`src/rtl/bpe_pkg.sv`:
```
// bpe_pkg: shared constants and types of the bernstein polynomial evaluator
// no dependencies; imported by every module in rtl/

package bpe_pkg;

	localparam int MAX_COEFFS_DEF = 16;

	// fixed-point format of t, u and h
	localparam int FRAC_W = 30;
	localparam logic [30:0] ONE_Q30  = 31'h4000_0000;
	localparam logic [63:0] HALF_Q30 = 64'h0000_0000_2000_0000;

	// numerator and denominator of the per-step ratio
	localparam int NUM_W = 64;
	localparam int DEN_W = 35;
	localparam int QUO_W = 31;

	// request codes
	localparam logic REQ_LOAD = 1'b0;
	localparam logic REQ_EVAL = 1'b1;

	// register map
	localparam logic REG_DEGREE = 1'b0;
	localparam logic [3:0] DEGREE_RST = 4'd3;

	typedef struct packed {
		logic             start;
		logic [NUM_W-1:0] num;
		logic [DEN_W-1:0] den;
	} div_req_t;

endpackage

```
`src/rtl/bpe_coef_store.sv`:
```
// bpe_coef_store: coefficient memory, one write port, one registered read port
// depends on bpe_pkg

module bpe_coef_store
	import bpe_pkg::*;
#(
	parameter int DEPTH = MAX_COEFFS_DEF,
	localparam int AW = $clog2(DEPTH)
) (
	input  logic               clk,
	input  logic               we,
	input  logic [AW-1:0]      waddr,
	input  logic signed [31:0] wdata,
	input  logic [AW-1:0]      raddr,
	output logic signed [31:0] rdata
);

	logic signed [31:0] mem [DEPTH];

	always_ff @(posedge clk) begin
		if (we) begin
			mem[waddr] <= wdata;
		end
	end

	always_ff @(posedge clk) begin
		rdata <= mem[raddr];
	end

endmodule

```
`src/rtl/bpe_divider.sv`:
```
// bpe_divider: restoring divider, one quotient bit per cycle
// depends on bpe_pkg; quotient known to fit in QUO_W bits, zero divisor gives 0

module bpe_divider
	import bpe_pkg::*;
(
	input  logic             clk,
	input  logic             arst_n,
	input  div_req_t         req,
	output logic             done,
	output logic [QUO_W-1:0] quot
);

	logic [DEN_W-1:0] rem_q;
	logic [QUO_W-1:0] lo_q;
	logic [DEN_W-1:0] den_q;
	logic [QUO_W-1:0] quot_q;
	logic [4:0]       cnt_q;
	logic             busy_q;
	logic             done_q;

	logic [DEN_W:0] trial;
	logic           fits;

	assign trial = {rem_q, lo_q[QUO_W-1]};
	assign fits  = trial >= {1'b0, den_q};

	always_ff @(posedge clk or negedge arst_n) begin
		if (!arst_n) begin
			busy_q <= 1'b0;
			done_q <= 1'b0;
			cnt_q  <= '0;
		end else begin
			done_q <= 1'b0;
			if (req.start) begin
				if (req.den == '0) begin
					done_q <= 1'b1;
				end else begin
					busy_q <= 1'b1;
					cnt_q  <= 5'(QUO_W);
				end
			end else if (busy_q) begin
				cnt_q <= cnt_q - 5'd1;
				if (cnt_q == 5'd1) begin
					busy_q <= 1'b0;
					done_q <= 1'b1;
				end
			end
		end
	end

	always_ff @(posedge clk) begin
		if (req.start) begin
			// upper part of the numerator is already below the divisor
			rem_q  <= DEN_W'(req.num[NUM_W-1:QUO_W]);
			lo_q   <= req.num[QUO_W-1:0];
			den_q  <= req.den;
			quot_q <= '0;
		end else if (busy_q) begin
			rem_q  <= fits ? DEN_W'(trial - {1'b0, den_q}) : trial[DEN_W-1:0];
			lo_q   <= {lo_q[QUO_W-2:0], 1'b0};
			quot_q <= {quot_q[QUO_W-2:0], fits};
		end
	end

	assign done = done_q;
	assign quot = quot_q;

endmodule

```
`src/rtl/bpe_seq.sv`:
```
// bpe_seq: step sequencer with the shared multiplier and the blend accumulator
// depends on bpe_pkg; drives bpe_divider and reads bpe_coef_store

module bpe_seq
	import bpe_pkg::*;
#(
	parameter int MAX_COEFFS = MAX_COEFFS_DEF,
	localparam int AW = $clog2(MAX_COEFFS)
) (
	input  logic               clk,
	input  logic               arst_n,
	input  logic               go,
	input  logic [30:0]        t_in,
	input  logic [3:0]         n_in,
	output logic               busy,
	output logic [AW-1:0]      rd_addr,
	input  logic signed [31:0] rd_data,
	output div_req_t           div_req,
	input  logic               div_done,
	input  logic [QUO_W-1:0]   div_quot,
	output logic               res_valid,
	output logic signed [31:0] res_value
);

	localparam logic [3:0] ST_IDLE = 4'd0;
	localparam logic [3:0] ST_RD0  = 4'd1;
	localparam logic [3:0] ST_C0   = 4'd2;
	localparam logic [3:0] ST_MP   = 4'd3;
	localparam logic [3:0] ST_PQ   = 4'd4;
	localparam logic [3:0] ST_MA   = 4'd5;
	localparam logic [3:0] ST_SD   = 4'd6;
	localparam logic [3:0] ST_SN   = 4'd7;
	localparam logic [3:0] ST_DIV  = 4'd8;
	localparam logic [3:0] ST_M1   = 4'd9;
	localparam logic [3:0] ST_M2   = 4'd10;
	localparam logic [3:0] ST_ACC  = 4'd11;

	logic [3:0] state_q;
	logic [3:0] k_q;
	logic [3:0] n_q;

	logic [30:0]        t_q;
	logic [30:0]        h_q;
	logic [30:0]        p_q;
	logic [33:0]        a_q;
	logic [33:0]        b_q;
	logic [34:0]        d_q;
	logic signed [31:0] acc_q;
	logic signed [63:0] s_q;
	logic signed [65:0] prod_q;
	logic signed [31:0] res_q;
	logic               res_valid_q;

	logic signed [32:0] mul_a;
	logic signed [32:0] mul_b;
	logic [30:0]        u;
	logic [4:0]         nk;
	logic signed [63:0] blend_sum;
	logic signed [31:0] acc_new;

	assign u  = ONE_Q30 - t_q;
	assign nk = 5'({1'b0, n_q} + 5'd1 - {1'b0, k_q});

	// shared multiplier operand selection
	always_comb begin
		mul_a = '0;
		mul_b = '0;
		unique case (state_q)
			ST_MP: begin
				mul_a = $signed({2'b00, h_q});
				mul_b = $signed({2'b00, t_q});
			end
			ST_PQ: begin
				mul_a = $signed({29'd0, k_q});
				mul_b = $signed({2'b00, u});
			end
			ST_MA: begin
				mul_a = $signed({2'b00, p_q});
				mul_b = $signed({28'd0, nk});
			end
			ST_M1: begin
				mul_a = 33'(acc_q);
				mul_b = $signed({2'b00, ONE_Q30 - div_quot});
			end
			ST_M2: begin
				mul_a = 33'(rd_data);
				mul_b = $signed({2'b00, h_q});
			end
			default: begin
				mul_a = '0;
				mul_b = '0;
			end
		endcase
	end

	assign blend_sum = s_q + prod_q[63:0] + $signed(HALF_Q30);
	assign acc_new   = blend_sum[61:30];

	always_ff @(posedge clk) begin
		prod_q <= mul_a * mul_b;
		unique case (state_q)
			ST_IDLE: begin
				if (go) begin
					t_q <= t_in;
					h_q <= ONE_Q30;
				end
			end
			ST_C0:  acc_q <= rd_data;
			ST_PQ:  p_q <= 31'((prod_q[61:0] + 62'(HALF_Q30)) >> FRAC_W);
			ST_MA:  b_q <= prod_q[33:0];
			ST_SD: begin
				a_q <= prod_q[33:0];
				d_q <= {1'b0, prod_q[33:0]} + {1'b0, b_q};
			end
			ST_M1:  h_q <= div_quot;
			ST_M2:  s_q <= prod_q[63:0];
			ST_ACC: acc_q <= acc_new;
			default: begin
			end
		endcase
	end

	always_ff @(posedge clk) begin
		if (state_q == ST_C0) begin
			res_q <= rd_data;
		end else if (state_q == ST_ACC) begin
			res_q <= acc_new;
		end
	end

	always_ff @(posedge clk or negedge arst_n) begin
		if (!arst_n) begin
			state_q     <= ST_IDLE;
			k_q         <= '0;
			n_q         <= '0;
			res_valid_q <= 1'b0;
		end else begin
			res_valid_q <= 1'b0;
			unique case (state_q)
				ST_IDLE: begin
					if (go) begin
						k_q     <= '0;
						n_q     <= n_in;
						state_q <= ST_RD0;
					end
				end
				ST_RD0: state_q <= ST_C0;
				ST_C0: begin
					if (n_q == '0) begin
						res_valid_q <= 1'b1;
						state_q     <= ST_IDLE;
					end else begin
						k_q     <= 4'd1;
						state_q <= ST_MP;
					end
				end
				ST_MP: state_q <= ST_PQ;
				ST_PQ: state_q <= ST_MA;
				ST_MA: state_q <= ST_SD;
				ST_SD: state_q <= ST_SN;
				ST_SN: state_q <= ST_DIV;
				ST_DIV: begin
					if (div_done) begin
						state_q <= ST_M1;
					end
				end
				ST_M1: state_q <= ST_M2;
				ST_M2: state_q <= ST_ACC;
				ST_ACC: begin
					if (k_q == n_q) begin
						res_valid_q <= 1'b1;
						state_q     <= ST_IDLE;
					end else begin
						k_q     <= k_q + 4'd1;
						state_q <= ST_MP;
					end
				end
				default: state_q <= ST_IDLE;
			endcase
		end
	end

	// rounded ratio numerator: A * 2^30 + D / 2
	assign div_req.start = (state_q == ST_SN);
	assign div_req.num   = {a_q, 30'd0} + NUM_W'(d_q[34:1]);
	assign div_req.den   = d_q;

	assign rd_addr   = AW'(k_q);
	assign busy      = (state_q != ST_IDLE);
	assign res_valid = res_valid_q;
	assign res_value = res_q;

endmodule

```
`src/rtl/bernstein_polynomial_eval.sv`:
```
// bernstein_polynomial_eval: top level, register port, coefficient store, sequencer
// depends on bpe_pkg, bpe_coef_store, bpe_divider, bpe_seq
//
// A load transaction (req_type 0) writes one Q16.16 coefficient; busy stays
// low. An evaluate transaction (req_type 1) takes t in Q2.30 (clamped to 0..1)
// and returns the polynomial value on curve_value with done high for exactly
// one cycle. n is the degree, at most MAX_COEFFS-1. Each degree step waits on
// the bit-serial divider for its 31 quotient bits and uses the shared
// multiplier and the adders. busy is high from the cycle after acceptance up
// to the done cycle, and the next transaction can be accepted in the done
// cycle. The receiver must take done/curve_value in that cycle: the result is
// not held. Every coefficient 0..n must have been loaded before an evaluate
// reads it.

module bernstein_polynomial_eval
	import bpe_pkg::*;
#(
	parameter int MAX_COEFFS = MAX_COEFFS_DEF,
	localparam int AW = $clog2(MAX_COEFFS)
) (
	input  logic               clk,
	input  logic               arst_n,
	input  logic               start,
	output logic               busy,
	input  logic               req_type,
	input  logic [3:0]         coef_index,
	input  logic signed [31:0] operand_value,
	output logic               done,
	output logic signed [31:0] curve_value,
	input  logic               psel,
	input  logic               penable,
	input  logic               pwrite,
	input  logic [2:0]         paddr,
	input  logic [31:0]        pwdata,
	output logic [31:0]        prdata,
	output logic               pready
);

	logic [3:0]         degree_q;
	logic               accept;
	logic               go;
	logic               store_we;
	logic [30:0]        t_sat;
	logic [3:0]         n_sat;
	logic [AW-1:0]      rd_addr;
	logic signed [31:0] rd_data;
	div_req_t           div_req;
	logic               div_done;
	logic [QUO_W-1:0]   div_quot;

	// register port
	assign pready = 1'b1;

	always_ff @(posedge clk or negedge arst_n) begin
		if (!arst_n) begin
			degree_q <= DEGREE_RST;
		end else if (psel && penable && pwrite && paddr[2] == REG_DEGREE) begin
			degree_q <= pwdata[3:0];
		end
	end

	assign prdata = (paddr[2] == REG_DEGREE) ? {28'd0, degree_q} : '0;

	assign accept   = start && !busy;
	assign go       = accept && req_type == REQ_EVAL;
	assign store_we = accept && req_type == REQ_LOAD && (32'(coef_index) < MAX_COEFFS);

	always_comb begin
		if (operand_value[31]) begin
			t_sat = '0;
		end else if (operand_value[30:0] > ONE_Q30) begin
			t_sat = ONE_Q30;
		end else begin
			t_sat = operand_value[30:0];
		end
	end

	assign n_sat = (32'(degree_q) > MAX_COEFFS - 1) ? 4'(MAX_COEFFS - 1) : degree_q;

	bpe_coef_store #(
		.DEPTH(MAX_COEFFS)
	) u_store (
		.clk  (clk),
		.we   (store_we),
		.waddr(AW'(coef_index)),
		.wdata(operand_value),
		.raddr(rd_addr),
		.rdata(rd_data)
	);

	bpe_divider u_div (
		.clk   (clk),
		.arst_n(arst_n),
		.req   (div_req),
		.done  (div_done),
		.quot  (div_quot)
	);

	bpe_seq #(
		.MAX_COEFFS(MAX_COEFFS)
	) u_seq (
		.clk      (clk),
		.arst_n   (arst_n),
		.go       (go),
		.t_in     (t_sat),
		.n_in     (n_sat),
		.busy     (busy),
		.rd_addr  (rd_addr),
		.rd_data  (rd_data),
		.div_req  (div_req),
		.div_done (div_done),
		.div_quot (div_quot),
		.res_valid(done),
		.res_value(curve_value)
	);

endmodule
```
`config.mk`:
```
export PLATFORM = sky130hd
export DESIGN_NAME = bernstein_polynomial_eval
export DESIGN_NICKNAME = d
export VERILOG_FILES = /design/src/rtl/bpe_pkg.sv /design/src/rtl/bpe_coef_store.sv /design/src/rtl/bpe_divider.sv /design/src/rtl/bpe_seq.sv /design/src/rtl/bernstein_polynomial_eval.sv
export SDC_FILE = /design/constraint.sdc
export NUM_CORES = 2
export LEC_CHECK = 0
export BUFFER_PORTS_ARGS = -buffer_cell sky130_fd_sc_hd__buf_2
export CAP_MARGIN = 25
export CORE_MARGIN = 4
export CORE_UTILIZATION = 38
export CTS_BUF_LIST = sky130_fd_sc_hd__clkbuf_16
export DETAILED_ROUTE_END_ITERATION = 6
export SLEW_MARGIN = 0
export SYNTH_ARGS = -nofsm -noshare
export SYNTH_HDL_FRONTEND = slang
export SYNTH_SLANG_ARGS = --single-unit
```
`constraint.sdc`:
```
create_clock -name clk -period 11 [get_ports clk]
set_clock_uncertainty 0.15 [all_clocks]
set_input_delay 2.2 -clock clk [delete_from_list [all_inputs] [get_ports clk]]
set_output_delay 2.2 -clock clk [all_outputs]
set_load 0.005 [all_outputs]
```
==> flow_summary.ini <==
[worst_setup_path]
ff2ff_path_depth = 37
rrSetupSlack_ns = 0.41
crit_start = u_seq.state_q[3]$_DFFE_PN0P_
r2r_end = u_seq.prod_q[61]$_DFF_P_
crit_buf_inv = 6
worstSetupEndpoint = u_seq.prod_q[61]$_DFF_P_
crit_top_cell = fa_1
critPathArrivalTime_ns = 11.04
cp_slowest_stage_delay_ns = 0.58
critPathKind = flip-flop to flip-flop
worst_ep_required_time_ns = 11.45
r2r_start = u_seq.state_q[3]$_DFFE_PN0P_
startpoint_type = flip-flop
endpoint_kind = flip-flop
path_depth = 37
cp_max_fo = 7
slowest_stage = fa_1
crit_family = adder cells

[final_layout]
multi_input_area_um2 = 47060
final_area_um2 = 92620
drive_above_1_share = 0.1011
layout.nets = 9163
seq_area_um2 = 31170
n_fill_cell = 20263
finalNonFillerCells = 10605
area_growth_pct = 11.52

[place]
place_congestion = 0.9389
hpwl_mm = 174.7
dp.cells = 10408
numPortBuffers = 85
pre_cts_ws_ns = -0.2113
placed_cell_area_um2 = 89110

[synth]
synth.top_cells.by_area = edfxtp_1, fa_1, ha_1, inv_1, nand2_1
synthCells = 7451
avgSynthCellArea_um2 = 11.15
synth_edf_count = 933
async_flop_share = 0.02214
synth.top_cell.area_share = 0.3374
yosys_warnings = 0
yosysSeqAreaShare = 0.3752
synth.distinct_cells = 88
netlist.top_cell.by_area = edfxtp_1
synthFlopType = edfxtp_1
netlist_area_um2 = 83050
ys_ff_latch = 1084

[route]
wl_per_cell_um = 22.07
drc = 1
dr.first_iter.drc_count = 5306
vias = 56499
wl_mm = 234.1
drt_pass1_iterations = 7
antenna_left = 0
viasPerCell = 5.328

[timing]
period_needed_ns = 10.59
hold_violations = 0
tns_ns = 0
rsz0062_at_grt = true
max_freq_ghz = 0.09441
timing.hold.ws_ns = 0.3139
fin_ws_ns = 0.4084
max_slew_margin = 0.2467
final_max_slew_viol_count = 0
setup_viol_count_final = 0
finalCritPeriodShare = 0.9629
worst_slew_pin_slew_ns = 1.130

[power_and_ir_drop]
leakagePower_nw = 39.97
irDropWorstVdd_mv = 0.2516
p_per_area_nw_per_um2 = 257.0

[floorplan]
die_h_um = 475.5
io_pins = 145
design.core.area_um2 = 217200
dieArea_um2 = 226100
num_rows = 171
start_util = 0.3824
fp.dieW_um = 475.5

[flow_run]
max-cap-violations = 0

[clock_network]
cts_tree = yes
root_buffer = clkbuf_16
clock_latency_ns = 0.71
clock_sinks = 1084
clk_pin_slew_ns = 0.06
h-tree-depth = 3
cts_buffer_depth = 3
postCtsHoldBufs = 0
cts_buffers = 99

[status]
outcome = finished, violations left
failed_checks = design-rule violations

[global_route]
antenna_found_initial = 21
grt_first_pass_wirelength_mm = 357.5
grt_usage = 0.2078
grtUsageMet2 = 0.3304
top_usage_layer = met2
grt_overflow = 0
grt_pass1_vias = 58194
grt_use_met3 = 0.03001
grt_max_degree = 105
grt_util_met1 = 0.2882

[worst_hold_path]
hold_path_class = flip-flop to flip-flop
cell families (layout without fill, tap and decap cells):
| logic type | Yosys count | count (layout) | synth area share |
|---|---|---|---|
| other | 2 | 33 | 0.00009043 |
| buffers and inverters | 1391 | 1660 | 0.06442 |
| XOR/XNOR | 275 | 275 | 0.02900 |
| adder cells (fa/ha/maj) | 1422 | 1422 | 0.3078 |
| multiplexers | 238 | 238 | 0.03845 |
| AO/OA/AOI/OAI | 970 | 970 | 0.07676 |
| flip-flops | 1084 | 1084 | 0.3752 |
| AND/OR/NAND/NOR | 2069 | 2069 | 0.1082 |
synth_stat cells, types with 11 or more instances:
cell / instances
a31oi_1: 29
o21bai_1: 17
xor2_1: 96
or4_1: 15
nor2b_1: 39
a21oi_1: 234
nand4_1: 41
a22oi_1: 101
and3_1: 39
o31ai_1: 19
o21ai_0: 215
nand2b_1: 39
dfxtp_1: 127
nor4_1: 32
o21a_1: 32
dfrtp_1: 22
nand3_1: 67
clkbuf_1: 303
a211oi_1: 37
fa_1: 1035
buf_1: 25
and4_1: 11
edfxtp_1: 933
and2_1: 105
o211ai_1: 13
mux2i_1: 166
nand2_1: 808
nor2_1: 763
a21o_1: 92
inv_1: 1027
mux4_2: 64
nor3_1: 52
or2_2: 25
a221oi_1: 77
ha_1: 387
buf_4: 29
xnor2_1: 179
sequential cells by signal, summed over array words and instances (netlist names), 4 cells and up:
name,cells
u_store.mem,512
u_seq.prod_q,62
u_seq.s_q,62
u_div.den_q,35
u_div.rem_q,35
u_seq.d_q,35
u_seq.a_q,34
u_seq.b_q,34
u_seq.acc_q,32
u_seq.res_value,32
u_store.rdata,32
u_div.lo_q,31
u_div.quot,31
u_seq.h_q,31
u_seq.p_q,31
u_seq.t_q,31
u_div.cnt_q,5
degree_q,4
u_seq.n_q,4
u_seq.rd_addr,4
u_seq.state_q,4
how the worst min path moves through the flow:
stage	from	to	slack (ns)	cells past startpoint
after CTS	u_seq.d_q[0]$_DFFE_PP_	u_div.den_q[0]$_DFFE_PP_	0.32	0
after floorplan	u_seq.prod_q[61]$_DFF_P_	u_seq.s_q[61]$_DFFE_PP_	0.28	0
after global placement	u_seq.d_q[0]$_DFFE_PP_	u_div.den_q[0]$_DFFE_PP_	0.30	0
final	u_seq.d_q[0]$_DFFE_PP_	u_div.den_q[0]$_DFFE_PP_	0.31	0
after detailed placement	u_seq.d_q[0]$_DFFE_PP_	u_div.den_q[0]$_DFFE_PP_	0.30	0
after global routing	u_seq.d_q[0]$_DFFE_PP_	u_div.den_q[0]$_DFFE_PP_	0.33	0
metal layers:
layer	part of all wire	up-vias
li1	-	25156
met4	0.046	8
met1	0.42	28950
met2	0.46	1990
met3	0.069	395
met5	0.00022	-
layout by cell type, fill, tap and decap left out, types with 101 or more instances in the layout:
cell	netlist	layout
o21ai_0	215	206
inv_1	1027	1038
nand2_1	808	806
clkbuf_16	0	101
edfxtp_1	933	933
xnor2_1	179	179
nor2_1	763	745
buf_4	29	323
a22oi_1	101	101
a21oi_1	234	228
dfxtp_1	127	127
fa_1	1035	1034
mux2i_1	166	166
and2_1	105	102
ha_1	387	386
what timing repair did:
action | 4_1_cts | 5_1_grt
buffers inserted | 0 | 6
pin swaps | 0 | 9
resized for setup | 4 | 24
gates cloned | 0 | 1
endpoints found under the setup margin | 5 | 17
area by class of cell:
type                            count  share of cell area
Inverter                         1028             0.04169
Clock inverter                     84            0.008511
Antenna cell                        4           0.0001081
Sequential cell                  1084              0.3366
Multi-Input combinational cell   5003              0.5081
Timing Repair Buffer              447             0.03916
Tap cell                         2854             0.03856
Clock buffer                      101             0.02729
through the flow:
step	total power, W	util
after floorplan	0.01475	-
after global placement	0.01995	0.4097
after detailed placement	0.02022	0.4103
after CTS	0.02383	0.4257
after global routing	0.02554	0.4264
final	0.02381	0.4265
where the power goes:
| group | internal (W) | switching [W] | total [W] |
|---|---|---|---|
| Sequential | 0.00550 | 0.000575 | 0.00608 |
| Clock | 0.00194 | 0.00160 | 0.00354 |
| Combinational | 0.00552 | 0.00867 | 0.0142 |
| Total | 0.0130 | 0.0108 | 0.0238 |
worst reg2reg max path: cells and delay by family (launching register included):
family          cells  cell delay [ns]
simple gates        7             1.53
flops               1             0.40
xor+xnor            2             0.29
buf+inv             6             0.95
fa+ha+maj          10             4.57
compound gates     12             2.60
No activity file was read; power rests on OpenSTA's default activity.
